## src/hdl/jdef_pkg.sv

```systemverilog
`timescale 1ns / 1ps

package jdef_pkg;

  localparam int unsigned MaxFrameBytesDefault = 65536;
  localparam int unsigned MaxNestingDefault = 255;
  localparam int unsigned FrameLengthWidth = 17;

  localparam logic [7:0] ChObjOpen = 8'h7B;
  localparam logic [7:0] ChObjClose = 8'h7D;
  localparam logic [7:0] ChArrOpen = 8'h5B;
  localparam logic [7:0] ChArrClose = 8'h5D;
  localparam logic [7:0] ChBackslash = 8'h5C;
  localparam logic [7:0] ChQuote = 8'h22;

  typedef enum logic [1:0] {
    STATUS_DONE = 2'd0,
    STATUS_NEST_OVERFLOW = 2'd1,
    STATUS_LENGTH_OVERFLOW = 2'd2
  } status_t;

  typedef struct packed {
    logic active;
    logic kind;
    logic quoted;
    logic skip;
  } doc_flags_t;

  typedef struct packed {
    logic emit;
    status_t status;
    logic kind;
  } step_result_t;

endpackage

```

## src/hdl/jdef_step.sv

```systemverilog
`timescale 1ns / 1ps

module jdef_step #(
  parameter int unsigned MAX_FRAME_BYTES = jdef_pkg::MaxFrameBytesDefault,
  parameter int unsigned MAX_NESTING = jdef_pkg::MaxNestingDefault,
  parameter int unsigned CW = $clog2(MAX_FRAME_BYTES + 1),
  parameter int unsigned NW = $clog2(MAX_NESTING + 1)
) (
  input  logic [7:0]             data_byte,
  input  logic                   flush,
  input  jdef_pkg::doc_flags_t   flags,
  input  logic [CW-1:0]          count,
  input  logic [NW-1:0]          nest,
  output jdef_pkg::doc_flags_t   flags_next,
  output logic [CW-1:0]          count_next,
  output logic [NW-1:0]          nest_next,
  output logic [CW-1:0]          length,
  output jdef_pkg::step_result_t result
);

  jdef_pkg::doc_flags_t f;
  logic [CW-1:0] cnt1;
  logic [NW-1:0] lvl;
  logic [7:0] opener;
  logic [7:0] closer;

  always_comb begin
    f = flush ? '0 : flags;
    lvl = flush ? '0 : nest;
    cnt1 = (flush ? '0 : count) + CW'(1);
    opener = f.kind ? jdef_pkg::ChArrOpen : jdef_pkg::ChObjOpen;
    closer = f.kind ? jdef_pkg::ChArrClose : jdef_pkg::ChObjClose;
    result.emit = 1'b0;
    result.status = jdef_pkg::STATUS_DONE;
    if (!f.active) begin
      if (data_byte == jdef_pkg::ChObjOpen || data_byte == jdef_pkg::ChArrOpen) begin
        f.active = 1'b1;
        f.kind = (data_byte == jdef_pkg::ChArrOpen);
        f.quoted = 1'b0;
        f.skip = 1'b0;
        lvl = NW'(1);
      end
    end else if (f.skip) begin
      f.skip = 1'b0;
    end else if (data_byte == jdef_pkg::ChBackslash) begin
      f.skip = 1'b1;
    end else if (data_byte == jdef_pkg::ChQuote) begin
      f.quoted = !f.quoted;
    end else if (!f.quoted) begin
      if (data_byte == opener) begin
        if (lvl >= NW'(MAX_NESTING)) begin
          result.emit = 1'b1;
          result.status = jdef_pkg::STATUS_NEST_OVERFLOW;
        end else begin
          lvl = lvl + NW'(1);
        end
      end else if (data_byte == closer) begin
        lvl = lvl - NW'(1);
        if (lvl == '0) begin
          result.emit = 1'b1;
          result.status = jdef_pkg::STATUS_DONE;
        end
      end
    end
    if (!result.emit && cnt1 >= CW'(MAX_FRAME_BYTES)) begin
      result.emit = 1'b1;
      result.status = jdef_pkg::STATUS_LENGTH_OVERFLOW;
    end
    result.kind = f.kind;
    length = cnt1;
    if (result.emit) begin
      flags_next = '0;
      count_next = '0;
      nest_next = '0;
    end else begin
      flags_next = f;
      count_next = cnt1;
      nest_next = lvl;
    end
  end

endmodule

```

## src/hdl/json_document_end_framer_top.sv

```systemverilog
`timescale 1ns / 1ps
// A result appears on the output in the cycle after the word that completes it is taken.
// Throughput: one byte per cycle while in_ready is high; the scan state is updated in a single pass per byte.
// A result that is not yet taken holds off the input; a new byte is taken in the cycle it leaves.
// Reset (synchronous, active high) returns the scanner to searching and empties the output.
// No clearing pass is needed.

module json_document_end_framer_top #(
  parameter int unsigned MAX_FRAME_BYTES = jdef_pkg::MaxFrameBytesDefault,
  parameter int unsigned MAX_NESTING = jdef_pkg::MaxNestingDefault
) (
  input  logic        clk,
  input  logic        rst,
  input  logic        in_valid,
  output logic        in_ready,
  input  logic [7:0]  data_byte,
  input  logic        flush,
  output logic        out_valid,
  input  logic        out_ready,
  output logic [16:0] frame_length,
  output logic        is_array,
  output logic [1:0]  status
);

  localparam int unsigned CW = $clog2(MAX_FRAME_BYTES + 1);
  localparam int unsigned NW = $clog2(MAX_NESTING + 1);
  localparam int unsigned LW = jdef_pkg::FrameLengthWidth;

  jdef_pkg::doc_flags_t flags;
  jdef_pkg::doc_flags_t flags_next;
  logic [CW-1:0] count;
  logic [CW-1:0] count_next;
  logic [NW-1:0] nest;
  logic [NW-1:0] nest_next;
  logic [CW-1:0] length;
  logic [CW+LW-1:0] length_ext;
  jdef_pkg::step_result_t result;
  logic accept;

  jdef_step #(
    .MAX_FRAME_BYTES(MAX_FRAME_BYTES),
    .MAX_NESTING(MAX_NESTING),
    .CW(CW),
    .NW(NW)
  ) u_step (
    .data_byte(data_byte),
    .flush(flush),
    .flags(flags),
    .count(count),
    .nest(nest),
    .flags_next(flags_next),
    .count_next(count_next),
    .nest_next(nest_next),
    .length(length),
    .result(result)
  );

  assign in_ready = !out_valid || out_ready;
  assign accept = in_valid && in_ready;
  assign length_ext = {{LW{1'b0}}, length};

  always_ff @(posedge clk) begin
    if (rst) begin
      flags <= '0;
      count <= '0;
      nest <= '0;
      out_valid <= 1'b0;
    end else begin
      if (accept) begin
        flags <= flags_next;
        count <= count_next;
        nest <= nest_next;
      end
      if (accept && result.emit) begin
        out_valid <= 1'b1;
      end else if (out_ready) begin
        out_valid <= 1'b0;
      end
    end
  end

  always_ff @(posedge clk) begin
    if (accept && result.emit) begin
      frame_length <= length_ext[LW-1:0];
      is_array <= result.kind;
      status <= result.status;
    end
  end

  // The count always restarts on reaching the limit, so it stays below it.
  a_count_below_limit: assert property (@(posedge clk) disable iff (rst)
    count < CW'(MAX_FRAME_BYTES))
    else $error("byte count reached the frame limit without restarting");

  a_nest_in_range: assert property (@(posedge clk) disable iff (rst)
    nest <= NW'(MAX_NESTING))
    else $error("nesting level above its maximum");

  a_search_clean: assert property (@(posedge clk) disable iff (rst)
    !flags.active |-> (nest == '0 && !flags.quoted && !flags.skip && !flags.kind))
    else $error("searching with document state left over");

  a_inside_nested: assert property (@(posedge clk) disable iff (rst)
    flags.active |-> nest != '0)
    else $error("inside a document at nesting level zero");

  a_stall_holds: assert property (@(posedge clk) disable iff (rst)
    out_valid && !out_ready |=> out_valid && $stable(frame_length) && $stable(status))
    else $error("stalled result was lost or changed");

endmodule

```

## config.mk

```make
export PLATFORM = sky130hd
export DESIGN_NAME = json_document_end_framer_top
export DESIGN_NICKNAME = d
export VERILOG_FILES = /design/src/hdl/jdef_pkg.sv /design/src/hdl/jdef_step.sv /design/src/hdl/json_document_end_framer_top.sv
export SDC_FILE = /design/constraint.sdc
export NUM_CORES = 1
export LEC_CHECK = 0
export BUFFER_PORTS_ARGS = -buffer_cell sky130_fd_sc_hd__buf_2
export CAP_MARGIN = 40
export CORE_MARGIN = 10
export CORE_UTILIZATION = 26
export DETAILED_ROUTE_END_ITERATION = 10
export PLACE_DENSITY_LB_ADDON = 0.3
export RECOVER_POWER = 25
export SYNTH_ARGS = -nofsm -noshare
export SYNTH_HDL_FRONTEND = slang
export SYNTH_SLANG_ARGS = --single-unit
```

## constraint.sdc

```tcl
create_clock -name clk -period 5.1 [get_ports clk]
set_input_delay 0.765 -clock clk [delete_from_list [all_inputs] [get_ports clk]]
set_output_delay 0.765 -clock clk [all_outputs]
set_load 0.02 [all_outputs]
```

==> impl_metrics.py, run 1 <==
metrics = {
    "logic_synthesis": {
        "synth-seq-cells": 50,
        "synth_edf_count": 20,
        "ys_async_sr_fraction_pct": 0,
        "synth_area_leaders": "dfxtp_1 19%, edfxtp_1 19%, nand2_1 5.5%",
        "yosys.area_share.adder_pct": 1.62,
        "synth_compound_area_share_pct": 18.6,
        "synth_xor_area_share_pct": 4.53,
        "synth_area_sq_mm": 0.00309,
        "synth_nets": 395,
        "yosysSeqAreaShare_pct": 38.9,
        "avgSynthCellArea_sq_um": 8.18,
        "synth_mux_area_share_pct": 1.50,
        "yosysTopAreaCellShare_pct": 19.4,
        "synth.distinct_cells": 63,
        "synth_top_family_by_area": "simple AND/OR/NAND/NOR gates",
        "yosysWarnings": 0,
        "netlist_instances": 378,
        "synth_simple_gate_area_share_pct": 30.2,
        "ys.flop_type": "dfxtp_1",
        "yosys.area.top_type": "dfxtp_1",
    },
    "global_routing": {
        "grt.overflow.total": 0,
        "grt_first_pass_wirelength_um": 15000,
        "gr-usage-all-layers_pct": 11.0,
        "grt_pass1_vias": 2935,
        "antenna_found_initial": 0,
        "grt_max_degree": 31,
    },
    "drt": {
        "dr.pass1.iters": 5,
        "drc": 0,
        "ant_nets": 0,
        "drt-initial-drc-count": 365,
        "wl_um": 9200,
        "wl_per_cell_um": 16.9,
        "viasPerCell": 5.51,
        "route.vias.total": 3004,
    },
    "floorplan": {
        "rows": 39,
        "die_h_um": 129,
        "ioPinCount": 35,
        "core-area_sq_mm": 0.0115,
        "die_w_um": 129,
        "start_util_pct": 26.8,
        "dieArea_sq_mm": 0.0167,
    },
    "clocking": {
        "cts.hold.buffers_added": 0,
        "cts_setup_buffers": 0,
        "clk_latency_ns": 0.29,
        "cts_resized": 0,
        "clkSinkCount": 50,
        "cts_tree": "done",
        "numCtsBuffers": 5,
        "path_clk_slew_ns": 0.07,
        "clockRootBuffer": "clkbuf_16",
        "h-tree-depth": 2,
        "clockBufferDepth": 2,
    },
    "sta": {
        "report.final.slew_viol_count": 0,
        "setup-tns-final_ns": 0,
        "min_period_over_period_pct": 77.3,
        "fin_skew_ns": 0.00466,
        "fin_ws_ns": 1.16,
        "hold_viol": 0,
        "min_period_ns": 3.94,
        "worstMarginPinSlew_ns": 1.19,
        "fmax_ghz": 0.254,
        "finalSetupViolCount": 0,
        "rsz0062_at_grt": "false",
        "slew_headroom_pct": 20.4,
    },
    "finish": {
        "syn2layout_area_growth_pct": 13.6,
        "multi_input_area_sq_mm": 0.00175,
        "diodes": 0,
        "fin_nets": 418,
        "seq_area_sq_mm": 0.00120,
        "drive_above_1_share_pct": 9.20,
        "finalInstanceArea_sq_mm": 0.00351,
        "post_layout_nonfiller_instances": 545,
        "fillers": 1231,
    },
    "run_status": {
        "status": "complete, no violations",
    },
    "placed_design": {
        "place_congestion": 0.916,
        "port_buffers": 34,
        "hpwl_um": 6500,
        "place_area_sq_mm": 0.00339,
        "dpl.cell_count": 537,
        "pre_cts_slack_ns": 1.13,
    },
    "power_and_ir_drop": {
        "vdd_drop_max_mv": 0.122,
        "power_density_mw_per_mm2": 229,
        "p_leak_nw": 1.16,
        "fin_total_pwr_w": 0.000804,
    },
    "critical_path": {
        "critPathCaptureType": "flip-flop",
        "critical_path_class": "input pin to flip-flop",
        "critPathMaxFanout": 16,
        "critPathArrivalTime_ns": 3.93,
        "crit_required_ns": 5.09,
        "worstSetupStartpointType": "input pin",
    },
    "run": {
        "cap_violations": 0,
    },
    "hold_path": {
        "hp-class": "flip-flop to flip-flop",
    },
}
[power by group]
group          switching [W]  total [W]  internal, W  leakage, nW
Combinational      0.0000308  0.0000423    0.0000115        0.623
Clock               0.000161   0.000348     0.000187       0.0759
Sequential       0.000000830   0.000414     0.000413        0.461
[layout make-up]
class | count | area share, %
tap | 143 | 5.09
sequential | 50 | 34.2
multi-input combinational | 293 | 49.8
clock buffer | 5 | 3.56
inverter | 10 | 1.07
timing repair buffer | 41 | 5.45
clock inverter | 3 | 0.819
[cells in the final DEF, fill, tap and decap left out, types with 9 or more instances in the layout]
master and count:
buf_2 12, edfxtp_1 20, nand2_1 45, inv_1 10
xnor2_1 11, nand3_1 28, nor2b_1 9, clkbuf_1 23
nor3_1 15, a21oi_1 28, o21ai_0 13, nor2_1 37
dfxtp_1 30
[worst max-delay path, cell delays in order]
cell	delay, ns
clkbuf_1	0.55
inv_1	0.40
nand2_1	0.30
ha_1	0.19
inv_1	0.04
a311o_1	0.31
nor4_1	0.28
a41oi_1	0.21
o21a_1	0.24
nor2_2	0.32
buf_4	0.31
[kinds of logic (layout without fill, tap and decap cells)]
group           Yosys count  after routing
flops                    50             50
fa+ha+maj                 4              4
simple gates            182            182
mux                       4              4
xor+xnor                 16             16
compound gates           87             87
buf+inv                  35             59
[cells in the mapped netlist (all sizes together), types with 3 or more instances]
library cell   n
o21a           3
nand4          7
o22ai          5
and4           3
and3           4
o31ai          3
inv           10
ha             4
nand2b         3
nor2          38
o31a           4
a31oi          7
clkbuf        17
buf            8
nor3b          5
nand3         28
or3            7
dfxtp         30
nor2b          9
nand4b         4
nand2         45
nor3          17
xor2           5
edfxtp        20
a21oi         28
o21ai         14
xnor2         11
[through the flow]
stage	util, %	hold WS (ns)
final	30.5	0.470
after global routing	30.5	0.504
after CTS	30.8	0.473
after detailed placement	29.4	0.461
after global placement	29.4	0.451
after floorplan	-	0.432
[sequential cells by signal (all words and copies together), names as in the netlist]
name          flops
count            17
status            2
is_array          1
flags             4
frame_length     17
out_valid         1
nest              8
[final timing paths]
| check | start | endpoint | slack, ns | cells after the start |
|---|---|---|---|---|
| worst max register to register | nest[2] | frame_length[7] | 2.01 | 7 |
| worst min-delay path | flags[2] | flags[2] | 0.47 | 2 |
| worst max-delay path | flush | frame_length[7] | 1.16 | 11 |
| worst min register to register | flags[2] | flags[2] | 0.47 | 2 |
[metal layers]
layer | wire, um | vias up | GRT usage (%)
met1 | 3910 | 1403 | 13.2
li1 | - | 1438 | -
met5 | 0 | - | 0
met2 | 4460 | 137 | 19.1
met3 | 577 | 26 | 1.96
met4 | 250 | 0 | 4.35
Note: power is estimated with default switching activity, not from simulation.
==> inputs of run 2 (changes only) <==
==> constraint.sdc (replaced) <==
create_clock -name clk -period 3.6 [get_ports clk]
set_input_delay 0.54 -clock clk [delete_from_list [all_inputs] [get_ports clk]]
set_output_delay 0.54 -clock clk [all_outputs]
set_load 0.02 [all_outputs]
==> impl_metrics.py, run 2 (synthesis gave the netlist of run 1 again) <==
metrics = {
    "run_status": {
        "status": "complete, no violations",
    },
    "global_routing": {
        "busiest_layer": "met2",
        "gr-usage-all-layers_pct": 10.8,
        "met1_usage_pct": 12.9,
        "grt_pass1_vias": 2893,
        "grt_first_pass_wirelength_um": 14900,
        "antenna_found_initial": 0,
        "grt.overflow.total": 0,
        "use_met3_pct": 2.08,
        "grt_max_degree": 31,
        "use_met2_pct": 19.1,
    },
    "drt": {
        "route.vias.total": 2973,
        "drt-initial-drc-count": 281,
        "wl_um": 9230,
        "dr.pass1.iters": 5,
        "wl_per_cell_um": 16.7,
        "viasPerCell": 5.38,
        "drc": 0,
        "ant_nets": 0,
    },
    "clocking": {
        "clkSinkCount": 50,
        "cts.hold.buffers_added": 0,
        "path_clk_slew_ns": 0.06,
        "clockRootBuffer": "clkbuf_16",
        "cts_tree": "done",
        "cts_resized": 0,
        "h-tree-depth": 2,
        "cts_setup_buffers": 0,
        "numCtsBuffers": 5,
        "clockBufferDepth": 2,
        "clk_latency_ns": 0.29,
    },
    "sta": {
        "report.final.slew_viol_count": 0,
        "min_period_ns": 3.11,
        "slew_headroom_pct": 50.9,
        "worstMarginPinSlew_ns": 0.734,
        "rsz0062_at_grt": "false",
        "min_period_over_period_pct": 86.5,
        "setup-tns-final_ns": 0,
        "fmax_ghz": 0.321,
        "finalSetupViolCount": 0,
        "fin_skew_ns": 0.00729,
        "hold_viol": 0,
    },
    "finish": {
        "diodes": 0,
        "final_common_cell": "nand2_1",
        "utilization_pct": 31.3,
        "reg_top3": "count: 17 flops, frame_length: 17 flops, nest: 8 flops",
        "drive_above_1_share_pct": 11.2,
        "fin_nets": 426,
        "layout_common_cells": "45 x nand2_1, 37 x nor2_1, 30 x dfxtp_1, 28 x nand3_1, 28 x a21oi_1",
        "post_layout_nonfiller_instances": 553,
        "syn2layout_area_growth_pct": 16.7,
    },
    "critical_path": {
        "critPathCaptureType": "flip-flop",
        "critPathArrivalTime_ns": 3.11,
        "crit_required_ns": 3.60,
        "critPathMaxFanout": 16,
        "critical_path_class": "input pin to flip-flop",
        "worstSetupStartpointType": "input pin",
    },
    "placed_design": {
        "place_congestion": 0.941,
        "port_buffers": 34,
        "dpl.cell_count": 545,
        "hpwl_um": 6820,
    },
    "floorplan": {
        "ioPinCount": 35,
        "core-area_sq_mm": 0.0115,
        "start_util_pct": 26.8,
        "die_h_um": 129,
        "die_w_um": 129,
        "rows": 39,
        "dieArea_sq_mm": 0.0167,
    },
    "power_and_ir_drop": {
        "p_leak_nw": 1.21,
        "fin_total_pwr_w": 0.00118,
        "vdd_drop_max_mv": 0.150,
        "power_density_mw_per_mm2": 328,
    },
    "run": {
        "cap_violations": 0,
    },
    "hold_path": {
        "hp-class": "flip-flop to flip-flop",
    },
}
## run 2: final timing paths
path         slack, ns     start               end  cells after the start
max reg2reg       0.79   nest[1]           nest[7]                     10
min reg2reg       0.47  count[0]          count[0]                      2
min               0.47  count[0]          count[0]                      2
max               0.49     flush  frame_length[15]                     12
## run 2: layer usage
layer  part of all wire [%]  up-vias
li1                       -     1453
met1                     43     1405
met2                     50      102
met3                    5.3       13
met4                    1.9        0
met5                      0        -
## run 2: report_power, final
group | switching (W) | internal [W] | total, W | leakage [nW]
clock network | 0.000206 | 0.000328 | 0.000534 | 0.0771
logic | 0.0000446 | 0.0000190 | 0.0000636 | 0.670
registers | 0.000000951 | 0.000585 | 0.000586 | 0.461
total | 0.000252 | 0.000933 | 0.00118 | 1.21
## run 2: worst max-delay path: stages
cell and delay (ns):
clkbuf_1 0.20, inv_1 0.11, buf_4 0.19, nand2_1 0.17
ha_1 0.21, inv_1 0.05, a311o_1 0.32, nor4_1 0.37
a41oi_1 0.26, o21a_1 0.28, nor2_4 0.22, buf_12 0.20
## run 2: final cells by class
| cell class | count | area, sq um |
|---|---|---|
| clock buffers | 6 | 129 |
| clock inverters | 2 | 37.5 |
| fillers | 1246 | 7910 |
| inverters | 10 | 37.5 |
| multi-input cells | 293 | 1750 |
| flip-flops and latches | 50 | 1200 |
| well taps | 143 | 179 |
| repair buffers | 49 | 269 |
## run 2: stage by stage
| stage | setup WS (ns) | hold WS (ns) | area [sq um] |
|---|---|---|---|
| floorplan | 0.213 | 0.432 | 3100 |
| global placement | 0.259 | 0.445 | 3470 |
| detailed placement | 0.306 | 0.458 | 3470 |
| CTS | 0.595 | 0.472 | 3630 |
| global route | 0.301 | 0.505 | 3610 |
| finish | 0.486 | 0.472 | 3610 |
==> inputs of run 3 (changes only) <==
--- a/config.mk
+++ b/config.mk
@@ -7,6 +7,7 @@
 export LEC_CHECK = 0
 export BUFFER_PORTS_ARGS = -buffer_cell sky130_fd_sc_hd__buf_2
 export CAP_MARGIN = 40
+export CORE_ASPECT_RATIO = 0.9
 export CORE_MARGIN = 10
 export CORE_UTILIZATION = 26
 export DETAILED_ROUTE_END_ITERATION = 10
==> impl_metrics.py, run 3 (synthesis gave the netlist of run 1 again) <==
metrics = {
    "run_status": {
        "status": "complete, no violations",
    },
    "power_and_ir_drop": {
        "fin_total_pwr_w": 0.00110,
        "power_density_mw_per_mm2": 308,
        "vdd_drop_max_mv": 0.147,
        "p_leak_nw": 1.19,
    },
    "critical_path": {
        "critical_path_class": "flip-flop to flip-flop",
        "critPathMaxFanout": 12,
        "critPathArrivalTime_ns": 3.07,
        "r2r_cells": 10,
        "crit_required_ns": 3.58,
        "rr_endpoint": "frame_length[6]",
        "r2r_slack_ns": 0.51,
        "critPathCaptureType": "flip-flop",
        "crit_chain": "nand2_1 > inv_1 > ha_1 > and4_1 > nand4_1 > nor3_1 > a41oi_1 > o21a_1 > nor2_4 > buf_4",
        "slowest_stage": "dfxtp_1",
        "crit_path_max_incr_delay_ns": 0.50,
        "worstSetupStartpointType": "flip-flop",
        "cp-startpoint": "nest[1]",
        "r2r_start": "nest[1]",
    },
    "finish": {
        "fin_nets": 424,
        "fillers": 1212,
        "reg_top3": "count: 17 flops, frame_length: 17 flops, nest: 8 flops",
        "syn2layout_area_growth_pct": 15.3,
        "final_common_cell": "nand2_1",
        "drive_above_1_share_pct": 10.8,
        "post_layout_nonfiller_instances": 563,
        "layout_common_cells": "45 x nand2_1, 37 x nor2_1, 30 x dfxtp_1, 28 x nand3_1, 28 x a21oi_1",
        "diodes": 0,
    },
    "placed_design": {
        "place_congestion": 0.847,
        "port_buffers": 34,
        "dpl.cell_count": 556,
        "hpwl_um": 6510,
    },
    "sta": {
        "min_period_over_period_pct": 85.9,
        "finalSetupViolCount": 0,
        "setup-tns-final_ns": 0,
        "fmax_ghz": 0.323,
        "fin_skew_ns": 0.00863,
        "rsz0062_at_grt": "false",
        "report.final.slew_viol_count": 0,
        "worstMarginPinSlew_ns": 0.699,
        "hold_viol": 0,
        "slew_headroom_pct": 53.3,
        "min_period_ns": 3.09,
    },
    "floorplan": {
        "die_w_um": 135,
        "die_h_um": 123,
        "dieArea_sq_mm": 0.0167,
        "start_util_pct": 26.8,
        "ioPinCount": 35,
        "rows": 37,
        "core-area_sq_mm": 0.0115,
    },
    "global_routing": {
        "antenna_found_initial": 0,
        "grt_pass1_vias": 2900,
        "grt_first_pass_wirelength_um": 14500,
        "use_met2_pct": 16.8,
        "busiest_layer": "met2",
        "gr-usage-all-layers_pct": 10.6,
        "use_met3_pct": 2.31,
        "grt_max_degree": 31,
        "grt.overflow.total": 0,
        "met1_usage_pct": 13.6,
    },
    "clocking": {
        "numCtsBuffers": 5,
        "clockBufferDepth": 2,
        "path_clk_slew_ns": 0.07,
        "cts.hold.buffers_added": 0,
        "h-tree-depth": 2,
        "cts_setup_buffers": 0,
        "clockRootBuffer": "clkbuf_16",
        "clkSinkCount": 50,
        "cts_resized": 0,
        "cts_tree": "done",
        "clk_latency_ns": 0.29,
    },
    "drt": {
        "route.vias.total": 2951,
        "ant_nets": 0,
        "viasPerCell": 5.24,
        "drc": 0,
        "drt-initial-drc-count": 270,
        "wl_um": 8980,
        "dr.pass1.iters": 5,
        "wl_per_cell_um": 15.9,
    },
    "hold_path": {
        "hold_depth": 2,
        "hold_path_end": "flags[2]",
        "hp-start": "flags[2]",
        "hp-class": "flip-flop to flip-flop",
    },
    "run": {
        "cap_violations": 0,
    },
}
[run 3: layout make-up]
class,instances,area [sq um],share of cell area [%]
multi-input cells,293,1750,49.2
flip-flops and latches,50,1200,33.7
repair buffers,47,241,6.77
well taps,156,195,5.48
clock buffers,5,125,3.51
inverters,10,37.5,1.05
clock inverters,2,10.0,0.281
[run 3: worst max-delay path by stage]
stage	endpoint	depth (start not counted)	slack (ns)
final	frame_length[6]	10	0.51
after global placement	frame_length[3]	12	0.33
after global routing	frame_length[6]	13	0.28
after detailed placement	frame_length[1]	12	0.32
after CTS	frame_length[6]	10	0.55
after floorplan	frame_length[0]	12	0.21
[run 3: per-layer routing]
layer	vias up	part of all wire (%)
met5	-	0
li1	1444	-
met1	1369	44
met4	0	2.2
met2	124	46
met3	14	7.0
[run 3: stage by stage]
step                      hold WS, ns  instance area (sq um)  setup slack (ns)  util, %
after floorplan                 0.432                   3100             0.213        -
after global placement          0.449                   3460             0.334     30.0
after detailed placement        0.456                   3460             0.320     30.0
after CTS                       0.470                   3590             0.554     31.2
after global routing            0.503                   3560             0.277     30.9
final                           0.464                   3560             0.507     30.9
[run 3: worst max-delay path, delay by kind of cell (launching register included)]
family                     cells  cell delay [ns]
DFF                            1             0.50
and+or+nand+nor                5             1.15
adders and majority gates      1             0.25
AOI/OAI and AO/OA              2             0.45
buffers and inverters          2             0.43
[run 3: report_power, final]
group,switching [W],total (W),internal (W),leakage (nW)
logic,0.0000435,0.0000619,0.0000183,0.660
registers,0.00000106,0.000587,0.000586,0.461
clock network,0.000199,0.000450,0.000251,0.0694
total,0.000243,0.00110,0.000855,1.19
